<file path="config.mk">
export PLATFORM = sky130hd
export DESIGN_NAME = grid_led_command_parser_top
export DESIGN_NICKNAME = d
export VERILOG_FILES = /design/src/glcp_pkg.sv /design/src/glcp_ram.sv /design/src/glcp_parser.sv /design/src/glcp_engine.sv /design/src/grid_led_command_parser_top.sv
export SDC_FILE = /design/constraint.sdc
export NUM_CORES = 1
export LEC_CHECK = 0
export ABC_AREA = 1
export BUFFER_PORTS_ARGS = -buffer_cell sky130_fd_sc_hd__buf_2
export CAP_MARGIN = 20
export CORE_AREA = 5 5 300 244
export DETAILED_ROUTE_END_ITERATION = 8
export DIE_AREA = 0 0 305 249
export GPL_TIMING_DRIVEN = 0
export PLACE_DENSITY = 0.54
export SLEW_MARGIN = 10
export SYNTH_ARGS = -nofsm -noshare
export SYNTH_HDL_FRONTEND = slang
export SYNTH_SLANG_ARGS = --single-unit
</file>
<file path="constraint.sdc">
create_clock -name i_clk -period 5.7 [get_ports i_clk]
set_input_delay 0.285 -clock i_clk [delete_from_list [all_inputs] [get_ports i_clk]]
set_output_delay 0.285 -clock i_clk [all_outputs]
set_load 0.03 [all_outputs]
</file>
<file path="src/glcp_pkg.sv">
package glcp_pkg;

    localparam int COLS    = 8;
    localparam int QUADS   = 4;
    localparam int WORD_W  = 8 * QUADS;
    localparam int PKT_MAX = 9;

    localparam logic [5:0] TIMEOUT_RESET = 6'd40;
    localparam logic [5:0] IDLE_MAX      = 6'd63;

    // command codes (high nibble of the first byte)
    localparam logic [3:0] K_SET   = 4'd2;
    localparam logic [3:0] K_CLR   = 4'd3;
    localparam logic [3:0] K_ROW   = 4'd4;
    localparam logic [3:0] K_COL   = 4'd5;
    localparam logic [3:0] K_ROW2  = 4'd6;
    localparam logic [3:0] K_COL2  = 4'd7;
    localparam logic [3:0] K_FRAME = 4'd8;
    localparam logic [3:0] K_FILL  = 4'd9;
    localparam logic [3:0] K_INT   = 4'd10;
    localparam logic [3:0] K_MODE  = 4'd11;
    localparam logic [3:0] K_FIRST_BAD = 4'd12;

    localparam logic [1:0] MODE_OFF = 2'd3;
    localparam logic [1:0] MODE_SLEEP = 2'd2;
    localparam logic [1:0] MODE_TEST = 2'd1;

    // driver registers
    localparam logic [3:0] REG_INTENSITY = 4'd10;
    localparam logic [3:0] REG_SHUTDOWN  = 4'd12;
    localparam logic [3:0] REG_TEST      = 4'd15;

    typedef logic [PKT_MAX-1:0][7:0] t_pkt;

    typedef struct packed {
        logic       start;
        logic [3:0] kind;
        t_pkt       bytes;
    } t_cmd;

    function automatic logic [3:0] pkt_len(input logic [3:0] kind);
        logic [3:0] len;
        unique case (kind)
            K_ROW2, K_COL2: len = 4'd3;
            K_FRAME:        len = 4'd9;
            K_FILL, K_INT, K_MODE: len = 4'd1;
            default:        len = 4'd2;
        endcase
        return len;
    endfunction

    // new content of one column (all four quadrants) after a packet
    function automatic logic [WORD_W-1:0] col_update(input logic [3:0] kind,
                                                     input t_pkt b,
                                                     input logic [2:0] c,
                                                     input logic [WORD_W-1:0] old);
        logic [WORD_W-1:0] w;
        logic [7:0] mask;
        logic [1:0] q;
        logic [7:0] fb;
        w = old;
        mask = 8'd0;
        q = 2'd0;
        fb = 8'd0;
        unique case (kind)
            K_SET, K_CLR: begin
                q = {b[1][3], b[1][7]};
                mask = 8'd1 << b[1][2:0];
                if (kind == K_SET) begin
                    w[{q, 3'b000} +: 8] = old[{q, 3'b000} +: 8] | mask;
                end else begin
                    w[{q, 3'b000} +: 8] = old[{q, 3'b000} +: 8] & ~mask;
                end
            end
            K_ROW, K_ROW2: begin
                mask = 8'd1 << b[0][2:0];
                q = {b[0][3], 1'b0};
                w[{q, 3'b000} +: 8] = b[1][c] ? (old[{q, 3'b000} +: 8] | mask)
                                              : (old[{q, 3'b000} +: 8] & ~mask);
                if (kind == K_ROW2) begin
                    w[{b[0][3], 1'b1, 3'b000} +: 8] =
                        b[2][c] ? (old[{b[0][3], 1'b1, 3'b000} +: 8] | mask)
                                : (old[{b[0][3], 1'b1, 3'b000} +: 8] & ~mask);
                end
            end
            K_COL, K_COL2: begin
                w[{1'b0, b[0][3], 3'b000} +: 8] = b[1];
                if (kind == K_COL2) begin
                    w[{1'b1, b[0][3], 3'b000} +: 8] = b[2];
                end
            end
            K_FRAME: begin
                q = b[0][1:0];
                for (int r = 0; r < COLS; r++) begin
                    fb[r] = b[r+1][c];
                end
                w[{q, 3'b000} +: 8] = fb;
            end
            K_FILL: w = {WORD_W{b[0][0]}};
            default: w = old;
        endcase
        return w;
    endfunction

endpackage

</file>
<file path="src/glcp_ram.sv">
module glcp_ram #(
    parameter int WIDTH = 32,
    parameter int DEPTH = 8
) (
    input  logic                     i_clk,
    input  logic                     i_we,
    input  logic [$clog2(DEPTH)-1:0] i_waddr,
    input  logic [WIDTH-1:0]         i_wdata,
    input  logic                     i_re,
    input  logic [$clog2(DEPTH)-1:0] i_raddr,
    output logic [WIDTH-1:0]         o_rdata
);

    logic [WIDTH-1:0] r_mem [DEPTH];
    logic [WIDTH-1:0] r_rdata;

    always_ff @(posedge i_clk) begin
        if (i_we) begin
            r_mem[i_waddr] <= i_wdata;
        end
        if (i_re) begin
            r_rdata <= r_mem[i_raddr];
        end
    end

    assign o_rdata = r_rdata;

endmodule

</file>
<file path="src/glcp_parser.sv">
module glcp_parser import glcp_pkg::*; (
    input  logic       i_clk,
    input  logic       i_rst_n,
    input  logic       i_valid,
    output logic       o_ready,
    input  logic       i_func,
    input  logic [7:0] i_rx_byte,
    input  logic       i_cfg_we,
    input  logic [5:0] i_cfg_wdata,
    input  logic       i_busy,
    output t_cmd       o_cmd
);

    logic [5:0] r_limit;
    logic [3:0] r_count, n_count;
    logic [3:0] r_len, n_len;
    logic [3:0] r_kind, n_kind;
    logic [5:0] r_idle, n_idle;
    logic       r_start, n_start;
    t_pkt       r_pkt;
    logic       acc;
    logic       wr_en;
    logic [3:0] wr_idx;
    logic       took;

    assign o_ready = !i_busy && !r_start;
    assign acc = i_valid && o_ready;

    always_comb begin
        n_count = r_count;
        n_len = r_len;
        n_kind = r_kind;
        n_idle = r_idle;
        n_start = 1'b0;
        wr_en = 1'b0;
        wr_idx = r_count;
        took = 1'b0;
        if (acc) begin
            if (i_func) begin
                if (r_idle > r_limit) begin
                    n_count = 4'd0;
                end else if (r_idle != IDLE_MAX) begin
                    n_idle = r_idle + 6'd1;
                end
            end else if (r_count == 4'd0) begin
                if (i_rx_byte[7:4] < K_FIRST_BAD) begin
                    n_kind = i_rx_byte[7:4];
                    n_len = pkt_len(i_rx_byte[7:4]);
                    wr_en = 1'b1;
                    n_count = 4'd1;
                    n_idle = 6'd0;
                    took = 1'b1;
                end
            end else begin
                wr_en = (r_count < 4'(PKT_MAX));
                n_count = r_count + 4'd1;
                took = 1'b1;
            end
            if (took && n_count == n_len) begin
                n_count = 4'd0;
                n_start = 1'b1;
            end
        end
    end

    always_ff @(posedge i_clk) begin
        if (!i_rst_n) begin
            r_limit <= TIMEOUT_RESET;
            r_count <= 4'd0;
            r_len <= 4'd1;
            r_kind <= 4'd0;
            r_idle <= 6'd0;
            r_start <= 1'b0;
        end else begin
            if (i_cfg_we) begin
                r_limit <= i_cfg_wdata;
            end
            r_count <= n_count;
            r_len <= n_len;
            r_kind <= n_kind;
            r_idle <= n_idle;
            r_start <= n_start;
        end
    end

    always_ff @(posedge i_clk) begin
        if (wr_en) begin
            r_pkt[wr_idx] <= i_rx_byte;
        end
    end

    assign o_cmd.start = r_start;
    assign o_cmd.kind = r_kind;
    assign o_cmd.bytes = r_pkt;

endmodule

</file>
<file path="src/glcp_engine.sv">
module glcp_engine import glcp_pkg::*; (
    input  logic                     i_clk,
    input  logic                     i_rst_n,
    input  t_cmd                     i_cmd,
    output logic                     o_busy,
    output logic                     o_ram_we,
    output logic [$clog2(COLS)-1:0]  o_ram_addr,
    output logic [WORD_W-1:0]        o_ram_wdata,
    output logic                     o_ram_re,
    input  logic [WORD_W-1:0]        i_ram_rdata,
    output logic                     o_valid,
    input  logic                     i_ready,
    output logic [3:0]               o_driver_register,
    output logic [7:0]               o_chip0_data,
    output logic [7:0]               o_chip1_data,
    output logic [7:0]               o_chip2_data,
    output logic [7:0]               o_chip3_data,
    output logic                     o_last
);

    typedef enum logic [1:0] {E_IDLE, E_READ, E_MOD, E_CONST} t_state;

    t_state                    r_state;
    logic [$clog2(COLS)-1:0]   r_col;
    logic                      r_all;
    logic                      r_step;
    logic [COLS-1:0]           r_vld;
    logic                      r_rd_vld;
    logic                      out_free;
    logic [WORD_W-1:0]         old_word;
    logic [WORD_W-1:0]         new_word;
    logic                      col_last;
    logic [1:0]                mode;
    logic [7:0]                mode_val;

    assign out_free = !o_valid || i_ready;
    assign old_word = r_rd_vld ? i_ram_rdata : '0;
    assign new_word = col_update(i_cmd.kind, i_cmd.bytes, r_col, old_word);
    assign col_last = !r_all || (r_col == 3'(COLS - 1));
    assign mode = i_cmd.bytes[0][1:0];
    assign mode_val = r_step ? {7'd0, mode == MODE_TEST} : {7'd0, mode != MODE_SLEEP};

    assign o_busy = (r_state != E_IDLE);
    assign o_ram_re = (r_state == E_READ);
    assign o_ram_we = (r_state == E_MOD) && out_free;
    assign o_ram_addr = r_col;
    assign o_ram_wdata = new_word;

    always_ff @(posedge i_clk) begin
        if (!i_rst_n) begin
            r_state <= E_IDLE;
            r_vld <= '0;
            o_valid <= 1'b0;
        end else begin
            if (o_valid && i_ready) begin
                o_valid <= 1'b0;
            end
            unique case (r_state)
                E_IDLE: begin
                    if (i_cmd.start) begin
                        r_step <= 1'b0;
                        unique case (i_cmd.kind)
                            K_SET, K_CLR: begin
                                r_col <= i_cmd.bytes[1][6:4];
                                r_all <= 1'b0;
                                r_state <= E_READ;
                            end
                            K_COL, K_COL2: begin
                                r_col <= i_cmd.bytes[0][2:0];
                                r_all <= 1'b0;
                                r_state <= E_READ;
                            end
                            K_ROW, K_ROW2, K_FRAME, K_FILL: begin
                                r_col <= '0;
                                r_all <= 1'b1;
                                r_state <= E_READ;
                            end
                            K_INT: r_state <= E_CONST;
                            K_MODE: begin
                                if (mode != MODE_OFF) begin
                                    r_state <= E_CONST;
                                end
                            end
                            default: r_state <= E_IDLE;
                        endcase
                    end
                end
                E_READ: begin
                    r_rd_vld <= r_vld[r_col];
                    r_state <= E_MOD;
                end
                E_MOD: begin
                    if (out_free) begin
                        o_valid <= 1'b1;
                        o_driver_register <= {1'b0, r_col} + 4'd1;
                        o_chip0_data <= new_word[7:0];
                        o_chip1_data <= new_word[15:8];
                        o_chip2_data <= new_word[23:16];
                        o_chip3_data <= new_word[31:24];
                        o_last <= col_last;
                        r_vld[r_col] <= 1'b1;
                        if (col_last) begin
                            r_state <= E_IDLE;
                        end else begin
                            r_col <= r_col + 3'd1;
                            r_state <= E_READ;
                        end
                    end
                end
                E_CONST: begin
                    if (out_free) begin
                        o_valid <= 1'b1;
                        if (i_cmd.kind == K_INT) begin
                            o_driver_register <= REG_INTENSITY;
                            o_chip0_data <= {4'd0, i_cmd.bytes[0][3:0]};
                            o_chip1_data <= {4'd0, i_cmd.bytes[0][3:0]};
                            o_chip2_data <= {4'd0, i_cmd.bytes[0][3:0]};
                            o_chip3_data <= {4'd0, i_cmd.bytes[0][3:0]};
                            o_last <= 1'b1;
                            r_state <= E_IDLE;
                        end else begin
                            o_driver_register <= r_step ? REG_TEST : REG_SHUTDOWN;
                            o_chip0_data <= mode_val;
                            o_chip1_data <= mode_val;
                            o_chip2_data <= mode_val;
                            o_chip3_data <= mode_val;
                            o_last <= r_step;
                            r_step <= 1'b1;
                            if (r_step) begin
                                r_state <= E_IDLE;
                            end
                        end
                    end
                end
                default: r_state <= E_IDLE;
            endcase
        end
    end

endmodule

</file>
<file path="src/grid_led_command_parser_top.sv">
// grid LED command parser
// input channel (i_valid / o_ready): one beat is either a received protocol
// byte (i_func = 0, i_rx_byte) or a loop tick (i_func = 1)
// output channel (o_valid / i_ready): one beat is one LED driver write,
// register address plus a data byte for each of the four quadrant chips;
// o_last marks the final write caused by one input beat
// config: i_cfg_we writes the 6-bit timeout limit; the user writes it only
// while idle, the block does not enforce it; the frame store is an 8-entry
// x 32-bit memory, one entry per column holding all four quadrants; each
// column costs one read and one write; a byte that completes a packet sets
// the registered start strobe, which starts the update; a column update
// reads the frame store, writes it back and loads the output register, for
// all eight columns in a full refresh; intensity/mode writes skip the store
// input beats are not taken while an update runs
// when the receiver stalls, the update waits with its column read held
// reset (synchronous, active low) clears the parser, the per-column valid
// bits (the frame store then reads as all zero) and the output valid flag
module grid_led_command_parser_top import glcp_pkg::*; (
    input  logic       i_clk,
    input  logic       i_rst_n,
    input  logic       i_valid,
    output logic       o_ready,
    input  logic       i_func,
    input  logic [7:0] i_rx_byte,
    input  logic       i_cfg_we,
    input  logic [5:0] i_cfg_wdata,
    output logic       o_valid,
    input  logic       i_ready,
    output logic [3:0] o_driver_register,
    output logic [7:0] o_chip0_data,
    output logic [7:0] o_chip1_data,
    output logic [7:0] o_chip2_data,
    output logic [7:0] o_chip3_data,
    output logic       o_last
);

    t_cmd                    cmd;
    logic                    busy;
    logic                    ram_we;
    logic                    ram_re;
    logic [$clog2(COLS)-1:0] ram_addr;
    logic [WORD_W-1:0]       ram_wdata;
    logic [WORD_W-1:0]       ram_rdata;

    glcp_parser u_parser (
        .i_clk       (i_clk),
        .i_rst_n     (i_rst_n),
        .i_valid     (i_valid),
        .o_ready     (o_ready),
        .i_func      (i_func),
        .i_rx_byte   (i_rx_byte),
        .i_cfg_we    (i_cfg_we),
        .i_cfg_wdata (i_cfg_wdata),
        .i_busy      (busy),
        .o_cmd       (cmd)
    );

    glcp_ram #(
        .WIDTH (WORD_W),
        .DEPTH (COLS)
    ) u_frame_ram (
        .i_clk   (i_clk),
        .i_we    (ram_we),
        .i_waddr (ram_addr),
        .i_wdata (ram_wdata),
        .i_re    (ram_re),
        .i_raddr (ram_addr),
        .o_rdata (ram_rdata)
    );

    glcp_engine u_engine (
        .i_clk             (i_clk),
        .i_rst_n           (i_rst_n),
        .i_cmd             (cmd),
        .o_busy            (busy),
        .o_ram_we          (ram_we),
        .o_ram_addr        (ram_addr),
        .o_ram_wdata       (ram_wdata),
        .o_ram_re          (ram_re),
        .i_ram_rdata       (ram_rdata),
        .o_valid           (o_valid),
        .i_ready           (i_ready),
        .o_driver_register (o_driver_register),
        .o_chip0_data      (o_chip0_data),
        .o_chip1_data      (o_chip1_data),
        .o_chip2_data      (o_chip2_data),
        .o_chip3_data      (o_chip3_data),
        .o_last            (o_last)
    );

endmodule

</file>
==> impl_results.md, run 1 <==
* Crit end category: flop
* Die Y-Extent at roughly 250 µm
* Total track usage at 0.211
* Setup Buffers After CTS at 0
* Top FF cell, synth: edfxtp_1
* FILL cells at 7,063
* Pwr dens at 399 nW/µm²
* YS warnings at 0
* CTS Buf Count at 47
* Clk slew on worst S/H paths at 0.07 ns
* I/O pins at ~60
* Max Slew Vio Count at 0
* Top cell type's share of synthesized area at 0.578
* Hold Crit Class: primary input to flop
* Die outline area at 75,900 µm²
* DP Wirelength at between 60,000 and 70,000 µm
* Fmax at around 0.24 GHz
* Worst Path Arrival at 4.40 ns
* Unique cell type count in the Yosys netlist at 48
* Crit-path max cell delay at 0.73 ns
* Largest fanout on the critical path at 12
* GPL Wtd Cong at 0.996
* Crit path launch type: flop
* Worst-Margin Slew at 1.14 ns
* Final min period at between 4 and 5 ns
* Critical Path, Cell by Cell: inv_1 > clkbuf_1 > ha_1 > buf_2 > clkinv_1 > nand3_1 > nor2_1 > inv_1 > a21oi_1 > a21oi_1 > o21ai_0 > nor2_1 > a21boi_1
* Final Hold Vio Count at 0
* DRC at 0
* Via count at 16,900
* Nets at between 2,000 and 2,500
* Most instantiated library cell after synthesis: nand2_1
* Final Setup Violations at 0
* Register area share after synthesis at 0.613
* Initial antenna violation count at 2
* Crit path max-delay cell type: a21boi_1
* WL final at about 83,000 µm
* Core area at 69,800 µm²
* Multiplexer share of the synthesized area at 0
* Starting Density at 0.297
* Synthesis-stage register bit count at 435
* Slew HR at 0.240
* CTS resizes at 0
* Mapped Nets at 2,148
* Status: finished, final reports clean
* Final std cells w/o fill at 3,211
* Worst Path Required at just under 6 ns
* CTS root buf: clkbuf_16
* Vias in the first global route at 15,900
* Avg Cell Area, Syn at 9.85 µm²
* Max_cap viols at 0
* CP bufs+invs at 5
* Vias/cell at between 5 and 6
* Overall Power at 9.67 mW
* Worst Skew at 0.0240 ns
* Compound-cell area share of the yosys netlist at 0.110
* Synth Area in XOR/XNOR at 0.000846
* ANT nets after route at 0
* Synth Instances at 2,104
* Number of port buffers at 57
* First-pass GRT wire length at 118,000 µm
* Worst IR Drop VDD at 253 µV
* Clk Latency, worst-skew pair at 0.61 ns
* Synth top area cells: edfxtp_1 58%, nand2_1 12%, dfxtp_1 3.5%
* Fraction of layout cells with a size suffix above 1 at 0.108
* CTS sink cnt at 435
* Number of flops mapped to enable cells by yosys at 399
* Final worst-path cycle share at 0.725
* WL per Instance at around 26 µm
* Main combinational cell family by area after synthesis: simple AND/OR/NAND/NOR gates
* Drt first pass iters at 5
* Simple-Gate Fraction of Synth Area at 0.206
* Die W at approximately 310 µm
* Max clock buf depth at 3
* Largest net degree at the start of global routing at 25
* Top cells by count, synth: 637 x nand2_1, 399 x edfxtp_1, 154 x inv_1
* Leak pwr at 9.24 nW
* Synthesized cell area at 20,700 µm²
* TritonCTS clock tree: yes
* H-tree levels at 2
* RSZ-0062 raised after global routing: no
* Core Rows at 87
* Largest delay share family, worst path: buffers and inverters
* Grt ovf at 0
* Layout area overhead at 17.1%
* Synth Area in Adders at 0.0145
* Critical path type: flop to flop
* Cell count after placement at 3,112
* Iteration-0 DRC Markers at 1,773
* Async set or reset register ratio after synthesis at 0
* Yosys top cell by area: edfxtp_1
[registers in the layout, summed over array words and instances, names as in the netlist]
name / flops
u_parser.r_idle: 6
u_engine.o_driver_register: 4
u_engine.o_last: 1
u_engine.r_rd_vld: 1
u_engine.r_vld: 8
u_engine.r_step: 1
u_parser.r_count: 4
u_engine.o_chip2_data: 8
u_engine.r_all: 1
u_engine.o_valid: 1
u_engine.o_chip1_data: 8
u_parser.r_limit: 6
u_parser.r_start: 1
u_engine.o_ram_addr: 3
u_parser.r_kind: 4
u_engine.o_chip3_data: 8
u_parser.r_len: 4
u_frame_ram.r_mem: 256
u_engine.o_chip0_data: 8
u_parser.o_cmd: 68
u_engine.r_state: 2
u_frame_ram.o_rdata: 32
[worst paths after layout]
kind | startpoint | endpoint | slack, ns | cells after the start
setup / recovery | u_parser.o_cmd[15] | u_frame_ram.r_mem[5][1] | 1.57 | 13
hold / removal | i_rx_byte[0] | u_parser.o_cmd[8] | 0.04 | 1
setup reg to reg | u_parser.o_cmd[15] | u_frame_ram.r_mem[5][1] | 1.57 | 13
hold reg to reg | u_parser.r_len[2] | u_parser.r_len[2] | 0.45 | 2
[per-layer routing]
metal,wire (µm),track usage,share of wire
met5,0,0,0
met4,2080,0.0520,0.025
met3,6660,0.0293,0.080
met2,35100,0.313,0.42
met1,39200,0.324,0.47
[metrics by stage]
stage / setup TNS (ns) / setup slack [ns] / area [µm²] / hold WS [ns] / util
2_1_floorplan: 0 / 1.78 / 20700 / 0.384 / -
3_3_place_gp: -52.42 / -1.42 / 22200 / 0.433 / 0.318
3_5_place_dp: 0 / 1.61 / 22500 / 0.444 / 0.323
4_1_cts: 0 / 1.54 / 24200 / 0.00407 / 0.347
5_1_grt: 0 / 1.37 / 24300 / 0.0266 / 0.348
6_report: 0 / 1.57 / 24300 / 0.0363 / 0.348
[where the power goes]
group / switching [mW] / total (mW) / leakage, nW / internal, mW
logic: 1.86 / 2.39 / 4.54 / 0.538
clock network: 1.32 / 3.17 / 0.767 / 1.85
registers: 0.0977 / 4.11 / 3.93 / 4.01
[cells by family after synthesis]
kind of cell,count (synthesis)
AND/OR/NAND/NOR,1010
flip-flops,435
AO/OA/AOI/OAI,361
adder cells (fa/ha/maj),24
buffers and inverters,272
XOR/XNOR,2
[cell usage in the layout (no fill, tap or decap), types with 12 or more instances in the layout]
| cell | synthesis | final |
|---|---|---|
| clkbuf_1 | 44 | 53 |
| o211ai_1 | 38 | 38 |
| nand4_1 | 41 | 41 |
| nor2_1 | 139 | 131 |
| inv_1 | 154 | 153 |
| ha_1 | 24 | 24 |
| nor2_4 | 6 | 14 |
| buf_6 | 9 | 12 |
| o21ai_0 | 95 | 95 |
| buf_2 | 31 | 94 |
| nand2_1 | 637 | 637 |
| nand3_1 | 139 | 139 |
| a22o_1 | 19 | 19 |
| a21oi_1 | 101 | 101 |
| a22oi_1 | 34 | 34 |
| nor3_1 | 17 | 16 |
| inv_2 | 15 | 16 |
| edfxtp_1 | 399 | 399 |
| clkbuf_16 | 0 | 47 |
| a221oi_1 | 34 | 34 |
| dfxtp_1 | 36 | 36 |
[area by class of cell]
class	count	area, µm²	share of cell area
Timing Repair Buffer	90	702	0.0289
Tap cell	934	1170	0.0482
Antenna cell	1	2.50	0.000103
Sequential cell	435	12700	0.524
Inverter	174	658	0.0271
Clock inverter	26	385	0.0159
Clock buffer	56	1210	0.0499
Multi-Input combinational cell	1397	6930	0.286
Buffer	98	502	0.0207
[timing repair]
| item | 4_1_cts | 5_1_grt |
|---|---|---|
| setup endpoints to repair | 0 | 0 |
| hold endpoints to repair | 6 | 0 |
| hold buffers | 11 | 0 |
(Power assumes the default switching activity.)
==> run 2, diff against run 1 <==
PLACE_DENSITY = 0.56   (was 0.54)
clock period = 3.65 ns   (was 5.7 ns; I/O delays follow)
==> impl_results.md, run 2 (synthesis results as in run 1) <==
* Final worst-path cycle share at 0.992 (was 0.725)
* Worst IR Drop VDD at 450 µV (was 253 µV)
* Crit path depth at 11 (was 13)
* DP Wirelength at 56,400 µm (was 61,400 µm)
* Final Setup Violations at 0 (unchanged)
* Total track usage at 0.195 (was 0.211)
* Routing usage on met3 at 0.0326 (was 0.0293)
* Clk slew on worst S/H paths at 0.06 ns (was 0.07 ns)
* Die outline area at 75,900 µm² (unchanged)
* Hold Crit Class: primary input to flop (unchanged)
* Largest net degree at the start of global routing at 23 (was 25)
* Vias in the first global route at 16,000 (was 15,900)
* Die Y-Extent at 249 µm (unchanged)
* I/O pins at 59 (unchanged)
* Largest fanout on the critical path at 9 (was 12)
* Leak pwr at 9.27 nW (was 9.24 nW)
* Max_cap viols at 0 (unchanged)
* Critical path type: flop to flop (unchanged)
* Crit path max-delay cell type: edfxtp_1 (was a21boi_1)
* GPL Wtd Cong at 1.01 (was 0.996)
* Drt first pass iters at 6 (was 5)
* FILL cells at 6,953 (was 7,063)
* Diodes inserted at 0 (was 1)
* Commonest non-fill, non-tap cell in the layout: nand2_1 (unchanged)
* Critical Path, Cell by Cell: inv_1 > ha_1 > clkbuf_1 > clkinv_1 > nand2_1 > nand2_1 > o21ai_0 > nor2_1 > nand2_1 > nand2_1 > inv_1 (was inv_1 > clkbuf_1 > ha_1 > buf_2 > clkinv_1 > nand3_1 > nor2_1 > inv_1 > a21oi_1 > a21oi_1 > o21ai_0 > nor2_1 > a21boi_1)
* Crit path launch type: flop (unchanged)
* Die W at 305 µm (unchanged)
* Crit-path most repeated cell: nand2_1
* Nets at 2,294 (was 2,287)
* Worst Path Arrival at 4.04 ns (was 4.40 ns)
* CTS sink cnt at 435 (unchanged)
* Initial antenna violation count at 0 (was 2)
* Grt ovf at 0 (unchanged)
* Worst Skew at 0.0317 ns (was 0.0240 ns)
* Min-delay src: i_func (was i_rx_byte[0])
* Gr busiest metal: met2 (was met1)
* Core Rows at 87 (unchanged)
* Final min period at 3.62 ns (was 4.13 ns)
* Status: finished, final reports clean (unchanged)
* Met2 global-route usage at 0.302 (was 0.313)
* Max FFs per register at 256 (unchanged)
* WL per Instance at 23.9 µm (was 25.9 µm)
* ANT nets after route at 0 (unchanged)
* Sequential Area at 12,700 µm² (unchanged)
* Fmax at 0.276 GHz (was 0.242 GHz)
* Layout area overhead at 17.6% (was 17.1%)
* Iteration-0 DRC Markers at 1,862 (was 1,773)
* Largest Register: u_frame_ram.r_mem (unchanged)
* Clk Latency, worst-skew pair at 0.60 ns (was 0.61 ns)
* Layout Utilization at 0.349 (was 0.348)
* R2R Path Start: u_parser.o_cmd[0] (was u_parser.o_cmd[15])
* Area of the multi-input gates at 6970 µm² (was 6930 µm²)
* Max clock buf depth at 3 (unchanged)
* Worst Hold Margin at 0.0592 ns (was 0.0363 ns)
* CTS Buf Count at 48 (was 47)
* First-pass GRT wire length at 111,000 µm (was 118,000 µm)
* Max Slew Vio Count at 0 (unchanged)
* Hold path cells at 5 (was 1)
* H-tree levels at 2 (unchanged)
* Pwr dens at 606 nW/µm² (was 399 nW/µm²)
* Worst-Margin Slew at 1.17 ns (was 1.14 ns)
* DRC at 0 (unchanged)
* Crit path from: u_parser.o_cmd[0] (was u_parser.o_cmd[15])
* Fraction of layout cells with a size suffix above 1 at 0.113 (was 0.108)
* Slew HR at 0.215 (was 0.240)
* Met1 Track Usage GR at 0.286 (was 0.324)
* TritonCTS clock tree: yes (unchanged)
* Starting Density at 0.297 (unchanged)
* Most frequent cells in the layout: 637 x nand2_1, 399 x edfxtp_1, 153 x inv_1 (unchanged)
* Setup Buffers After CTS at 0 (unchanged)
* CP bufs+invs at 4 (was 5)
* Largest delay share family, worst path: buffers and inverters (unchanged)
* Core area at 69,800 µm² (unchanged)
* Final Hold Vio Count at 0 (unchanged)
* Setup TNS at 0 ns (unchanged)
* Vias/cell at 5.22 (was 5.26)
* CTS root buf: clkbuf_16 (unchanged)
* Worst Path Required at 4.07 ns (was 5.96 ns)
* Crit end category: flop (unchanged)
* Crit-path max cell delay at 0.60 ns (was 0.73 ns)
* FF-to-FF path depth at 11 (was 13)
* Via count at 16,800 (was 16,900)
* RSZ-0062 raised after global routing: no (unchanged)
* Number of port buffers at 57 (unchanged)
* WL final at 77,000 µm (was 83,100 µm)
run 2: changes by cell type in the layout (fill, tap and decap cells not counted), moves of 3 or more:
cell           delta
bufinv_16         -5
a21boi_1          -5
buf_6             -3
dlygate4sd3_1    +13
a21boi_2          +5
buf_2             -3
clkbuf_8          +5
run 2: layer usage:
| layer | part of all wire | up-vias |
|---|---|---|
| li1 | - | 7669 |
| met1 | 0.46 | 8311 |
| met2 | 0.44 | 719 |
| met3 | 0.075 | 132 |
| met4 | 0.028 | 0 |
| met5 | 0 | - |
run 2: worst paths after layout:
kind / to / slack (ns)
setup / recovery: u_frame_ram.r_mem[0][4] / 0.03
hold / removal: u_parser.r_count[2] / 0.06
setup reg to reg: u_frame_ram.r_mem[0][4] / 0.03
hold reg to reg: u_parser.r_len[2] / 0.44
run 2: stage by stage:
stage               setup slack (ns)  total power [mW]  cell area, µm²  cells
finish                        0.0295              14.8           24400   3224
global route                  0.0133              15.4           24400   3224
CTS                           0.0328              14.8           24300   3222
detailed placement            -0.129              10.0           22500   3109
global placement               -2.06              9.93           22200   3095
floorplan                      0.448              8.52           20700   2104
run 2: cell type report:
cell class,instances,share of cell area
inverters,174,0.0273
repair buffers,98,0.0322
flip-flops and latches,435,0.521
plain buffers,96,0.0203
clock buffers,65,0.0549
well taps,934,0.0480
clock inverters,25,0.00966
multi-input cells,1397,0.286
run 2: repair_timing:
item,in CTS,in global routing
gates resized for setup,5,6
cloned,0,0
setup endpoints to repair,47,125
hold endpoints to repair,74,0
hold buffers,24,0
run 2: tightest hold or removal path, delay by kind of cell:
kind	cells	cell delay, ns
AOI/OAI and AO/OA	2	0.13
buffers and inverters	1	0.13
and+or+nand+nor	2	0.17
run 2: report_power, final:
| group | total [mW] | internal [mW] | switching, mW |
|---|---|---|---|
| registers | 6.41 | 6.27 | 0.145 |
| clock network | 4.74 | 2.74 | 2.00 |
| logic | 3.62 | 0.858 | 2.76 |
